### config.mk
export PLATFORM = sky130hd
export DESIGN_NAME = voxel_ray_traversal
export DESIGN_NICKNAME = d
export VERILOG_FILES = /design/src/vrt_pkg.sv /design/src/vrt_ctrl.sv /design/src/vrt_dp.sv /design/src/voxel_ray_traversal.sv
export SDC_FILE = /design/constraint.sdc
export NUM_CORES = 2
export LEC_CHECK = 0
export BUFFER_PORTS_ARGS = -buffer_cell sky130_fd_sc_hd__buf_2
export CAP_MARGIN = 20
export CORE_ASPECT_RATIO = 0.6
export CORE_MARGIN = 3
export CORE_UTILIZATION = 55
export DETAILED_ROUTE_END_ITERATION = 10
export PLACE_DENSITY_LB_ADDON = 0.05
export SLEW_MARGIN = 20
export SYNTH_ARGS = -nofsm -noshare
export SYNTH_HDL_FRONTEND = slang
export SYNTH_SLANG_ARGS = --single-unit
### constraint.sdc
create_clock -name clk -period 10.2 [get_ports clk]
set_clock_uncertainty 0.1 [all_clocks]
set_input_delay 3.06 -clock clk [delete_from_list [all_inputs] [get_ports clk]]
set_output_delay 3.06 -clock clk [all_outputs]
set_load 0.01 [all_outputs]
### src/vrt_pkg.sv
// Package for the voxel ray walk: beat structs, widths, shared constants.
// No dependencies.
package vrt_pkg;

  localparam int RL_W = 17;
  localparam int T_W = 32;
  localparam int MAX_CELLS_DEF = 64;
  localparam logic [RL_W-1:0] REACH_RESET = 17'd20480;

  localparam logic [1:0] FACE_NONE = 2'd0;
  localparam logic [1:0] FACE_X = 2'd1;
  localparam logic [1:0] FACE_Y = 2'd2;
  localparam logic [1:0] FACE_Z = 2'd3;

  // divider jobs: spacing for x, y, z, then first crossing for x, y, z
  localparam logic [2:0] JOB_FIRST = 3'd3;
  localparam logic [2:0] JOB_END = 3'd6;

  localparam logic [4:0] ROOT_STEPS = 5'd17;
  localparam logic [4:0] DIV_STEPS = 5'd29;

  typedef struct packed {
    logic signed [23:0] origin_x;
    logic signed [23:0] origin_y;
    logic signed [23:0] origin_z;
    logic signed [15:0] dir_x;
    logic signed [15:0] dir_y;
    logic signed [15:0] dir_z;
  } ray_t;

  typedef struct packed {
    logic signed [11:0] cell_x;
    logic signed [11:0] cell_y;
    logic signed [11:0] cell_z;
    logic [16:0] entry_param;
    logic [1:0] face_axis;
    logic face_negative;
    logic no_ray;
    logic last_cell;
  } cell_t;

  // controller -> datapath
  typedef struct packed {
    logic load;      // capture ray
    logic sqr_step;  // accumulate one axis squared
    logic root_init;
    logic root_step;
    logic div_init;  // start divider on job sel
    logic div_step;
    logic div_store;
    logic [2:0] div_sel;
    logic emit_first;
    logic emit_zero;
    logic walk_step;
    logic walk_end;
  } vrt_cmd_t;

  // datapath -> controller
  typedef struct packed {
    logic zero_dir;
    logic root_done;
    logic div_done;
    logic axis_zero;   // direction for div_sel axis is zero
    logic reach_over;  // next crossing beyond reach
  } vrt_sts_t;

endpackage

### src/vrt_ctrl.sv
// Controller state machine for the voxel ray walk.
// Depends on vrt_pkg.
module vrt_ctrl
  import vrt_pkg::*;
#(
  parameter int MAX_CELLS = MAX_CELLS_DEF
) (
  input  logic     clk,
  input  logic     rst,
  input  logic     start,
  output logic     busy,
  input  vrt_sts_t sts,
  output vrt_cmd_t cmd
);

  localparam logic [2:0] S_IDLE = 3'd0;
  localparam logic [2:0] S_SQR  = 3'd1;
  localparam logic [2:0] S_CHK  = 3'd2;
  localparam logic [2:0] S_ROOT = 3'd3;
  localparam logic [2:0] S_DSEL = 3'd4;
  localparam logic [2:0] S_DIV  = 3'd5;
  localparam logic [2:0] S_WALK = 3'd6;
  localparam int CW = $clog2(MAX_CELLS + 1);

  logic [2:0] state, state_next;
  logic [1:0] sq_cnt;
  logic [2:0] job;
  logic [CW-1:0] n;

  assign busy = (state != S_IDLE);

  always_comb begin
    cmd = '0;
    cmd.div_sel = job;
    state_next = state;
    case (state)
      S_IDLE: begin
        if (start) begin
          cmd.load = 1'b1;
          state_next = S_SQR;
        end
      end
      S_SQR: begin
        cmd.sqr_step = 1'b1;
        if (sq_cnt == 2'd2) begin
          state_next = S_CHK;
        end
      end
      S_CHK: begin
        if (sts.zero_dir) begin
          cmd.emit_zero = 1'b1;
          state_next = S_IDLE;
        end else begin
          cmd.root_init = 1'b1;
          state_next = S_ROOT;
        end
      end
      S_ROOT: begin
        if (sts.root_done) begin
          state_next = S_DSEL;
        end else begin
          cmd.root_step = 1'b1;
        end
      end
      S_DSEL: begin
        if (job == JOB_END) begin
          cmd.emit_first = 1'b1;
          state_next = S_WALK;
        end else if (!sts.axis_zero) begin
          cmd.div_init = 1'b1;
          state_next = S_DIV;
        end
      end
      S_DIV: begin
        if (sts.div_done) begin
          cmd.div_store = 1'b1;
          state_next = S_DSEL;
        end else begin
          cmd.div_step = 1'b1;
        end
      end
      S_WALK: begin
        if (sts.reach_over || n == CW'(MAX_CELLS)) begin
          cmd.walk_end = 1'b1;
          state_next = S_IDLE;
        end else begin
          cmd.walk_step = 1'b1;
        end
      end
      default: state_next = S_IDLE;
    endcase
  end

  always_ff @(posedge clk) begin
    if (rst) begin
      state <= S_IDLE;
      sq_cnt <= '0;
      job <= '0;
      n <= '0;
    end else begin
      state <= state_next;
      if (cmd.load) begin
        sq_cnt <= '0;
      end else if (cmd.sqr_step) begin
        sq_cnt <= sq_cnt + 2'd1;
      end
      if (cmd.root_init) begin
        job <= '0;
      end else if (cmd.div_store || (state == S_DSEL && job != JOB_END && sts.axis_zero)) begin
        job <= job + 3'd1;
      end
      if (cmd.emit_first) begin
        n <= CW'(1);
      end else if (cmd.walk_step) begin
        n <= n + CW'(1);
      end
    end
  end

endmodule

### src/vrt_dp.sv
// Datapath for the voxel ray walk: square sum, bit-serial root and divider,
// crossing registers, pending beat and the emit register. Depends on vrt_pkg.
module vrt_dp
  import vrt_pkg::*;
(
  input  logic            clk,
  input  logic            rst,
  input  ray_t            ray,
  input  logic [RL_W-1:0] reach_limit,
  input  vrt_cmd_t        cmd,
  output vrt_sts_t        sts,
  output cell_t           result,
  output logic            result_valid
);

  ray_t r;
  logic [33:0] sq;
  logic [1:0] sq_idx;
  logic [33:0] rv;
  logic [17:0] rr;
  logic [19:0] rrem;
  logic [4:0] rcnt;
  logic [15:0] ln;

  logic [15:0] rem;
  logic [28:0] quo;
  logic [15:0] dvs;
  logic [4:0] dcnt;

  logic [11:0] vox [3];
  logic [T_W-1:0] nxt [3];
  logic [T_W-1:0] spc [3];
  logic [2:0] pos;
  cell_t pend;

  logic signed [15:0] dsq;
  logic signed [31:0] dsq2;
  logic signed [15:0] dsel;
  logic [1:0] jax;
  logic [12:0] gap;
  logic [28:0] num;
  logic [1:0] ax;
  logic [T_W:0] nsum;
  logic [11:0] vstep;
  logic [19:0] rtrial;
  logic [16:0] dsh;
  logic [17:0] dtry;
  cell_t pend_last;
  cell_t step_beat;

  assign ln = rr[15:0];

  always_comb begin
    case (sq_idx)
      2'd0: dsq = r.dir_x;
      2'd1: dsq = r.dir_y;
      default: dsq = r.dir_z;
    endcase
    dsq2 = dsq * dsq;
    jax = (cmd.div_sel >= JOB_FIRST) ? 2'(cmd.div_sel - JOB_FIRST) : cmd.div_sel[1:0];
    case (jax)
      2'd0: dsel = r.dir_x;
      2'd1: dsel = r.dir_y;
      default: dsel = r.dir_z;
    endcase
    case (jax)
      2'd0: gap = r.dir_x[15] ? {1'b0, r.origin_x[11:0]} : 13'd4096 - {1'b0, r.origin_x[11:0]};
      2'd1: gap = r.dir_y[15] ? {1'b0, r.origin_y[11:0]} : 13'd4096 - {1'b0, r.origin_y[11:0]};
      default: gap = r.dir_z[15] ? {1'b0, r.origin_z[11:0]} : 13'd4096 - {1'b0, r.origin_z[11:0]};
    endcase
    num = {16'd0, gap} * {13'd0, ln};
    ax = 2'd0;
    if (nxt[1] < nxt[0]) ax = 2'd1;
    if (nxt[2] < nxt[ax]) ax = 2'd2;
    nsum = {1'b0, nxt[ax]} + {1'b0, spc[ax]};
    vstep = pos[ax] ? vox[ax] + 12'd1 : vox[ax] - 12'd1;
    rtrial = {rrem[17:0], rv[33:32]};
    dsh = {rem, quo[28]};
    dtry = {1'b0, dsh} - {2'b00, dvs};
    pend_last = pend;
    pend_last.last_cell = 1'b1;
    step_beat.cell_x = (ax == 2'd0) ? vstep : vox[0];
    step_beat.cell_y = (ax == 2'd1) ? vstep : vox[1];
    step_beat.cell_z = (ax == 2'd2) ? vstep : vox[2];
    step_beat.entry_param = nxt[ax][16:0];
    step_beat.face_axis = ax + 2'd1;
    step_beat.face_negative = pos[ax];
    step_beat.no_ray = 1'b0;
    step_beat.last_cell = 1'b0;
  end

  assign sts.zero_dir = (sq == '0);
  assign sts.root_done = (rcnt == ROOT_STEPS);
  assign sts.div_done = (dcnt == DIV_STEPS);
  assign sts.axis_zero = (dsel == '0);
  assign sts.reach_over = (nxt[ax] > {{(T_W-RL_W){1'b0}}, reach_limit});

  always_ff @(posedge clk) begin
    if (rst) begin
      result_valid <= 1'b0;
      for (int a = 0; a < 3; a++) begin
        nxt[a] <= '1;
        spc[a] <= '1;
        vox[a] <= '0;
      end
      sq <= '0;
    end else begin
      result_valid <= cmd.emit_zero || cmd.walk_step || cmd.walk_end;
      if (cmd.load) begin
        r <= ray;
        sq <= '0;
        sq_idx <= '0;
      end
      if (cmd.sqr_step) begin
        sq <= sq + {2'd0, dsq2};
        sq_idx <= sq_idx + 2'd1;
      end
      if (cmd.root_init) begin
        rv <= sq;
        rr <= '0;
        rrem <= '0;
        rcnt <= '0;
        vox[0] <= r.origin_x[23:12];
        vox[1] <= r.origin_y[23:12];
        vox[2] <= r.origin_z[23:12];
        pos <= {~r.dir_z[15], ~r.dir_y[15], ~r.dir_x[15]};
        for (int a = 0; a < 3; a++) begin
          nxt[a] <= '1;
          spc[a] <= '1;
        end
      end
      // restoring root, two bits of radicand per step
      if (cmd.root_step) begin
        rv <= {rv[31:0], 2'b00};
        rcnt <= rcnt + 5'd1;
        if (rtrial >= {rr, 2'b01}) begin
          rrem <= rtrial - {rr, 2'b01};
          rr <= {rr[16:0], 1'b1};
        end else begin
          rrem <= rtrial;
          rr <= {rr[16:0], 1'b0};
        end
      end
      if (cmd.div_init) begin
        dvs <= dsel[15] ? 16'(-dsel) : 16'(dsel);
        rem <= '0;
        dcnt <= '0;
        quo <= (cmd.div_sel < JOB_FIRST) ? {1'b0, ln, 12'd0} : num;
      end
      if (cmd.div_step) begin
        dcnt <= dcnt + 5'd1;
        if (!dtry[17]) begin
          rem <= dtry[15:0];
          quo <= {quo[27:0], 1'b1};
        end else begin
          rem <= dsh[15:0];
          quo <= {quo[27:0], 1'b0};
        end
      end
      if (cmd.div_store) begin
        if (cmd.div_sel < JOB_FIRST) spc[jax] <= {{(T_W-29){1'b0}}, quo};
        else nxt[jax] <= {{(T_W-29){1'b0}}, quo};
      end
      if (cmd.emit_zero) begin
        result <= '{12'd0, 12'd0, 12'd0, 17'd0, FACE_NONE, 1'b0, 1'b1, 1'b1};
      end
      // origin beat waits in pend until the walk knows whether it is final
      if (cmd.emit_first) begin
        pend <= '{vox[0], vox[1], vox[2], 17'd0, FACE_NONE, 1'b0, 1'b0, 1'b0};
      end
      if (cmd.walk_step) begin
        vox[ax] <= vstep;
        nxt[ax] <= nsum[T_W] ? '1 : nsum[T_W-1:0];
        result <= pend;
        pend <= step_beat;
      end
      if (cmd.walk_end) begin
        result <= pend_last;
      end
    end
  end

endmodule

### src/voxel_ray_traversal.sv
// Voxel ray walk (3D DDA) top level. Depends on vrt_pkg, vrt_ctrl, vrt_dp.
// A zero direction ray gives a single beat, flagged no_ray and last; otherwise
// the square sum, the root and the divides run in turn (the divides for a zero
// direction axis are skipped), then one beat per cycle, the final one flagged last.
// A new ray is taken only while idle; busy stays high until the last beat.
// Reset: synchronous, clears control, crossings and reach_limit to 20480.
module voxel_ray_traversal
  import vrt_pkg::*;
#(
  parameter int MAX_CELLS = MAX_CELLS_DEF
) (
  input  logic            clk,
  input  logic            rst,
  input  logic            start,
  output logic            busy,
  input  ray_t            ray,
  input  logic            cfg_we,
  input  logic [RL_W-1:0] cfg_data,
  output logic            valid,
  output cell_t           result
);

  logic [RL_W-1:0] reach_limit;
  vrt_cmd_t cmd;
  vrt_sts_t sts;

  always_ff @(posedge clk) begin
    if (rst) begin
      reach_limit <= REACH_RESET;
    end else if (cfg_we) begin
      reach_limit <= cfg_data;
    end
  end

  vrt_ctrl #(.MAX_CELLS(MAX_CELLS)) u_ctrl (
    .clk(clk), .rst(rst), .start(start), .busy(busy),
    .sts(sts), .cmd(cmd)
  );

  vrt_dp u_dp (
    .clk(clk), .rst(rst), .ray(ray), .reach_limit(reach_limit), .cmd(cmd),
    .sts(sts), .result(result), .result_valid(valid)
  );

`ifndef SYNTHESIS
  a_run: assert property (@(posedge clk) disable iff (rst)
    (valid && !result.last_cell) |=> valid) else $error("gap inside a walk");
  a_last_idle: assert property (@(posedge clk) disable iff (rst)
    (valid && result.last_cell) |=> !valid) else $error("beat after last");
  a_noray: assert property (@(posedge clk) disable iff (rst)
    (valid && result.no_ray) |-> result.last_cell) else $error("no_ray not last");
  a_origin: assert property (@(posedge clk) disable iff (rst)
    (valid && result.face_axis == FACE_NONE && !result.no_ray) |-> (result.entry_param == '0))
    else $error("origin beat with entry");
`endif

endmodule

# Yosys cells after proc, flatten, opt, wreduce, memory -nomap -nowiden
# Memories as Yosys holds them, arrays and structs flattened.
# Index checks and enable logic that the tools add are counted.
# word_totals
ff_bits	447
latchBits	0
ramBits	228
romBits	0
out_inout_bits	60
word_cells	253
n_memories	3
# op_classes
n_addsub	18
mul	2
div_mod_pow	0
n_lt_le_gt_ge	7
eq_ne	22
n_shift	0
muxes	113
bitwise_logic	13
reduce_logical	35
# memory_table
memory	words	word_bits	read_ports	rd_ports_with_merged_regs	write_ports	line_no	rtl
u_dp.nxt	3	32	5	0	3	vrt_dp.sv:31	logic [T_W-1:0] nxt [3];
u_dp.spc	3	32	1	0	3	vrt_dp.sv:32	logic [T_W-1:0] spc [3];
u_dp.vox	3	12	4	0	3	vrt_dp.sv:30	logic [11:0] vox [3];
# op_table
operator	n
$mux 32	10
$mux 58	5
$mux 34	4
$mux 12	8
$reduce_or 32->1	3
$mux 18	5
$mux 29	3
$lt 32x32->1	2
$pmux 16 s2	2
$mux 16	3
$mux 1	44
$mux 13	3
$sub 13x12->13 const A	3
$add 34x32->34	1
$logic_not 34->1	1
$add 32x32->33	1
$gt 32x17->1	1
$mul 16x16->32	1
$mul 13x16->29	1
$pmux 13 s2	1
$mux 2	11
$mux 3	7
$pmux 3 s7	1
$ge 20x20->1	1
39 further kinds	88

# Longest topological paths before layout
# An unclocked memory read counts as a cell.
# logic_depth
word_depth	16
mapped_depth	45
mapped_depth_nobuf	43

# Cells and area by module
# A second synthesis with hierarchy kept.
# unflattened
cells_unflattened	5006
hier_area_um2	51465.6
# modules_own_cells
module	n_inst	cells_per_inst	area_each_um2	seq_area_each_um2
vrt_dp	1	4848	49889.1	18748.0
vrt_ctrl	1	103	958.4	300.3
voxel_ray_traversal	1	55	618.1	340.3

# Worst setup path after synthesis
# Ideal clock, no wire load.
# synth_timing
path_kind	register to register
from	memory u_dp.nxt[1][14]
to	register u_dp.pend[10] (netlist name) (enable)
setup_time_ns	0.488
arrival_time_ns	10.275
required_time_ns	9.612
setup_slack_ns	-0.663
path_stages_with_launch	34
cell_sequence	edfxtp_1 > ha_1 > and4_1 > and3_1 > a221oi_1 > a2111oi_4 > nor2_1 > clkbuf_1 > buf_1 > mux2i_1 > ha_1 > nand3_1 > nor3_1 > nand3_1 > or4_1 > o31ai_4 > clkbuf_1 > buf_1 > clkbuf_1 > o21ai_0 > inv_1 > ha_1 > nor2b_1 > o21ai_0 > nand2b_1 > a21oi_1 > o21ai_0 > a21oi_1 > a311o_1 > nand3_1 > a311o_1 > buf_2 > buf_1 > a21oi_1
# synth_rtl
element	line_no	rtl
from (decl)	vrt_dp.sv:31	
to (signal assigned)	vrt_dp.sv:169	pend <= '{vox[0], vox[1], vox[2], 17'd0, FACE_NONE, 1'b0, 1'b0, 1'b0};
to (signal assigned)	vrt_dp.sv:175	pend <= step_beat;
to (decl)	vrt_dp.sv:34	cell_t pend;

# Worst setup path after layout
# layout_timing
from	register u_dp.sq_idx[0]
to	register u_dp.sq[33]
# layout_between
elab_chain_len	5
# layout_rtl
element	line_no	rtl
from (decl)	vrt_dp.sv:18	logic [1:0] sq_idx;
from (signal assigned)	vrt_dp.sv:116	sq_idx <= sq_idx + 2'd1;
$eq 2x1->1 or $logic_not 2->1 (tied branches)	vrt_dp.sv:54	case (sq_idx)
$pmux 16 s2 (*)	vrt_dp.sv:54	
$mul 16x16->32 (*)	vrt_dp.sv:59	dsq2 = dsq * dsq;
$add 34x32->34 (*)	vrt_dp.sv:115	sq <= sq + {2'd0, dsq2};
$mux 34 (*)	vrt_dp.sv:114	if (cmd.sqr_step) begin
to (signal assigned)	vrt_dp.sv:115	
to (decl)	vrt_dp.sv:17	logic [33:0] sq;
# Every way passes the cells marked *; elsewhere a longest branch is shown, timed or not.
# A chain may end at the register's enable or synchronous reset.

==> flow_summary.json <==
{
  "synth_top_family_by_area": "adder cells",
  "start_kind": "flop",
  "io_buffers": 200,
  "dr.pass1.iters": 6,
  "crit_arrival_ns": 10.31,
  "final_nets": 6205,
  "slew_headroom_pct": 32.3,
  "final_util_pct": 62.0,
  "rsz0062_at_grt": "yes",
  "grt.total_usage_pct": 27.9,
  "drc": 0,
  "fmax_mhz": 102,
  "tritoncts": "done",
  "synthArstFlopShare_pct": 0,
  "start_util_pct": 55.9,
  "synth_warnings": 0,
  "synth_area_leaders": "edfxtp_1, fa_1, ha_1, inv_1, nand2_1",
  "syn_area_per_cell_um2": 9.94,
  "wire_per_inst_um": 20.3,
  "required_ns": 10.67,
  "outcome": "complete, no violations",
  "timing.hold.ws_ns": 0.371,
  "grt_max_degree": 78,
  "synth-compound-area-share_pct": 9.80,
  "cp_slowest_cell": "fa_1",
  "die_h_um": 241,
  "clock_latency_ns": 0.66,
  "yosysSeqAreaShare_pct": 38.4,
  "die_area_um2": 95600,
  "fin_crit_ns": 9.84,
  "synthMuxAreaShare_pct": 2.46,
  "yosysUniqueCellTypes": 84,
  "grt_pass1_wl_mm": 206,
  "hold_buffers": 0,
  "syn_inst": 5079,
  "layout_commonest_cell": "inv_1",
  "ant_nets": 0,
  "cap_viol_max_count": 0,
  "antenna_found_initial": 8,
  "drv_slew": 0,
  "worstMarginPinSlew_ns": 1.00,
  "dpl.hpwl_mm": 104,
  "overflow": 0,
  "dr_total_vias": 36800,
  "grt_pass1_vias": 34800,
  "worstReg2RegStart": "u_dp.sq_idx[0]",
  "core_um2": 90300,
  "period_share_pct": 96.5,
  "synth_largest_area_cell": "edfxtp_1",
  "crit_type": "flop to flop",
  "area_delta_synth_final_pct": 10.8,
  "netlist_area_um2": 50500,
  "setup_ws_ns": 0.360,
  "hold_class": "flop to flop",
  "setup_viol": 0,
  "rows": 85,
  "finalHoldViolations": 0,
  "ys_seq_elements": 669,
  "syn_nets": 5981,
  "cp-startpoint": "u_dp.sq_idx[0]",
  "cts-buffers-inserted": 68,
  "cpMostUsedCell": "fa_1",
  "endpoint_kind": "flop",
  "htree_levels": 3,
  "yosys.area_share.adder_pct": 24.7,
  "pin_count": 201,
  "synth_top_cell_area_share_pct": 35.6,
  "n_fill_cell": 7548,
  "wirelength_mm": 133,
  "drtIter0Drc": 3323,
  "synth_edf_count": 599,
  "cts_buffer_depth": 3,
  "clk_pin_slew_ns": 0.07,
  "root_buffer": "clkbuf_16",
  "min_from": "u_dp.spc[1][30]",
  "path_max_fanout": 18,
  "final_cell_mix": "inv_1, nand2_1, edfxtp_1, nor2_1, fa_1",
  "place_ws_ns": 0.144,
  "ys.flop_type": "edfxtp_1",
  "synthSimpleGateAreaFrac_pct": 14.7,
  "cts.sinks": 669,
  "cpPeakStageDelay_ns": 0.54,
  "drive_gt1_share_pct": 10.1,
  "gp_congestion": 0.957,
  "viasPerCell": 5.59,
  "dieWidth_um": 397,
  "synth_xor_area_share_pct": 3.43
}
## sequential cells by signal (all words and copies together) (netlist names), 2 cells and up
register,count
u_ctrl.sq_cnt,2
reach_limit,17
u_dp.rem,16
u_dp.nxt,96
u_dp.pos,3
u_dp.vox,36
u_ctrl.job,3
u_dp.rrem,18
u_ctrl.n,7
u_ctrl.state,3
u_dp.rr,18
u_dp.quo,29
u_dp.spc,90
u_dp.rv,34
u_dp.pend,56
u_dp.sq_idx,2
u_dp.sq,34
u_dp.r,120
u_dp.dcnt,5
u_dp.rcnt,5
u_dp.dvs,16
u_dp.result,58
## cells in the mapped netlist, types with 31 or more instances
cell,number
a21o_1,61
a21oi_1,278
a22o_1,50
a31oi_1,38
and2_1,74
and3_1,69
clkbuf_1,163
dfxtp_1,70
edfxtp_1,599
fa_1,396
ha_1,365
inv_1,650
mux2i_1,108
nand2_1,625
nand2b_1,32
nand3_1,100
nor2_1,587
nor2b_1,46
nor3_1,50
nor4_1,31
o21a_1,33
o21ai_0,110
o21ai_1,44
xnor2_1,140
xor2_1,56
## final cells by class
cell class | instances | area, µm² | share of cell area (%)
Multi-Input combinational cell | 3550 | 28000 | 50.1
Sequential cell | 669 | 19400 | 34.6
Inverter | 658 | 2480 | 4.43
Timing Repair Buffer | 356 | 2280 | 4.07
Clock buffer | 86 | 1810 | 3.23
Tap cell | 1218 | 1520 | 2.72
Clock inverter | 40 | 432 | 0.771
Antenna cell | 1 | 2.50 | 0.00447
## path summary, 6_finish.rpt
| path | end | slack, ns | cells past startpoint |
|---|---|---|---|
| setup / recovery | u_dp.sq[33] | 0.36 | 39 |
| hold / removal | u_dp.spc[1][30] | 0.37 | 1 |
| setup reg to reg | u_dp.sq[33] | 0.36 | 39 |
| hold reg to reg | u_dp.spc[1][30] | 0.37 | 1 |
## what timing repair did
item                       CTS  global route
setup endpoints to repair    0            89
setup buffers                0            10
gates resized for setup      0            16
## critical path, delay by kind of cell (launching register included)
kind / cells / cell delay (ns)
XOR/XNOR: 1 / 0.11
buffers and inverters: 8 / 1.07
adder cells (fa/ha/maj): 9 / 3.90
AO/OA/AOI/OAI: 14 / 2.67
flip-flops: 1 / 0.42
AND/OR/NAND/NOR: 6 / 1.11
multiplexers: 1 / 0.35
## metal layers
metal	GRT usage, %	part of all wire, %
met4	5.28	1.8
met2	37.5	39
met1	45.6	50
met3	6.63	9.5
met5	0	0
## through the flow
step | std cells | cell area (µm²) | setup TNS (ns)
detailed placement | 6441 | 53600 | 0
global placement | 6441 | 53600 | 0
CTS | 6567 | 55800 | 0
finish | 6578 | 56000 | 0
global route | 6578 | 56000 | -0.156
floorplan | 5079 | 50500 | 0
## cell families after synthesis
family	Yosys count
adders and majority gates	761
and+or+nand+nor	1693
buffers and inverters	860
DFF	669
xor gates and xnor gates	197
AOI/OAI and AO/OA	777
muxes	122
Power is left out: the tool's default activity adds up to more than one toggle a clock period on the data nets, which glitch-free logic cannot reach.
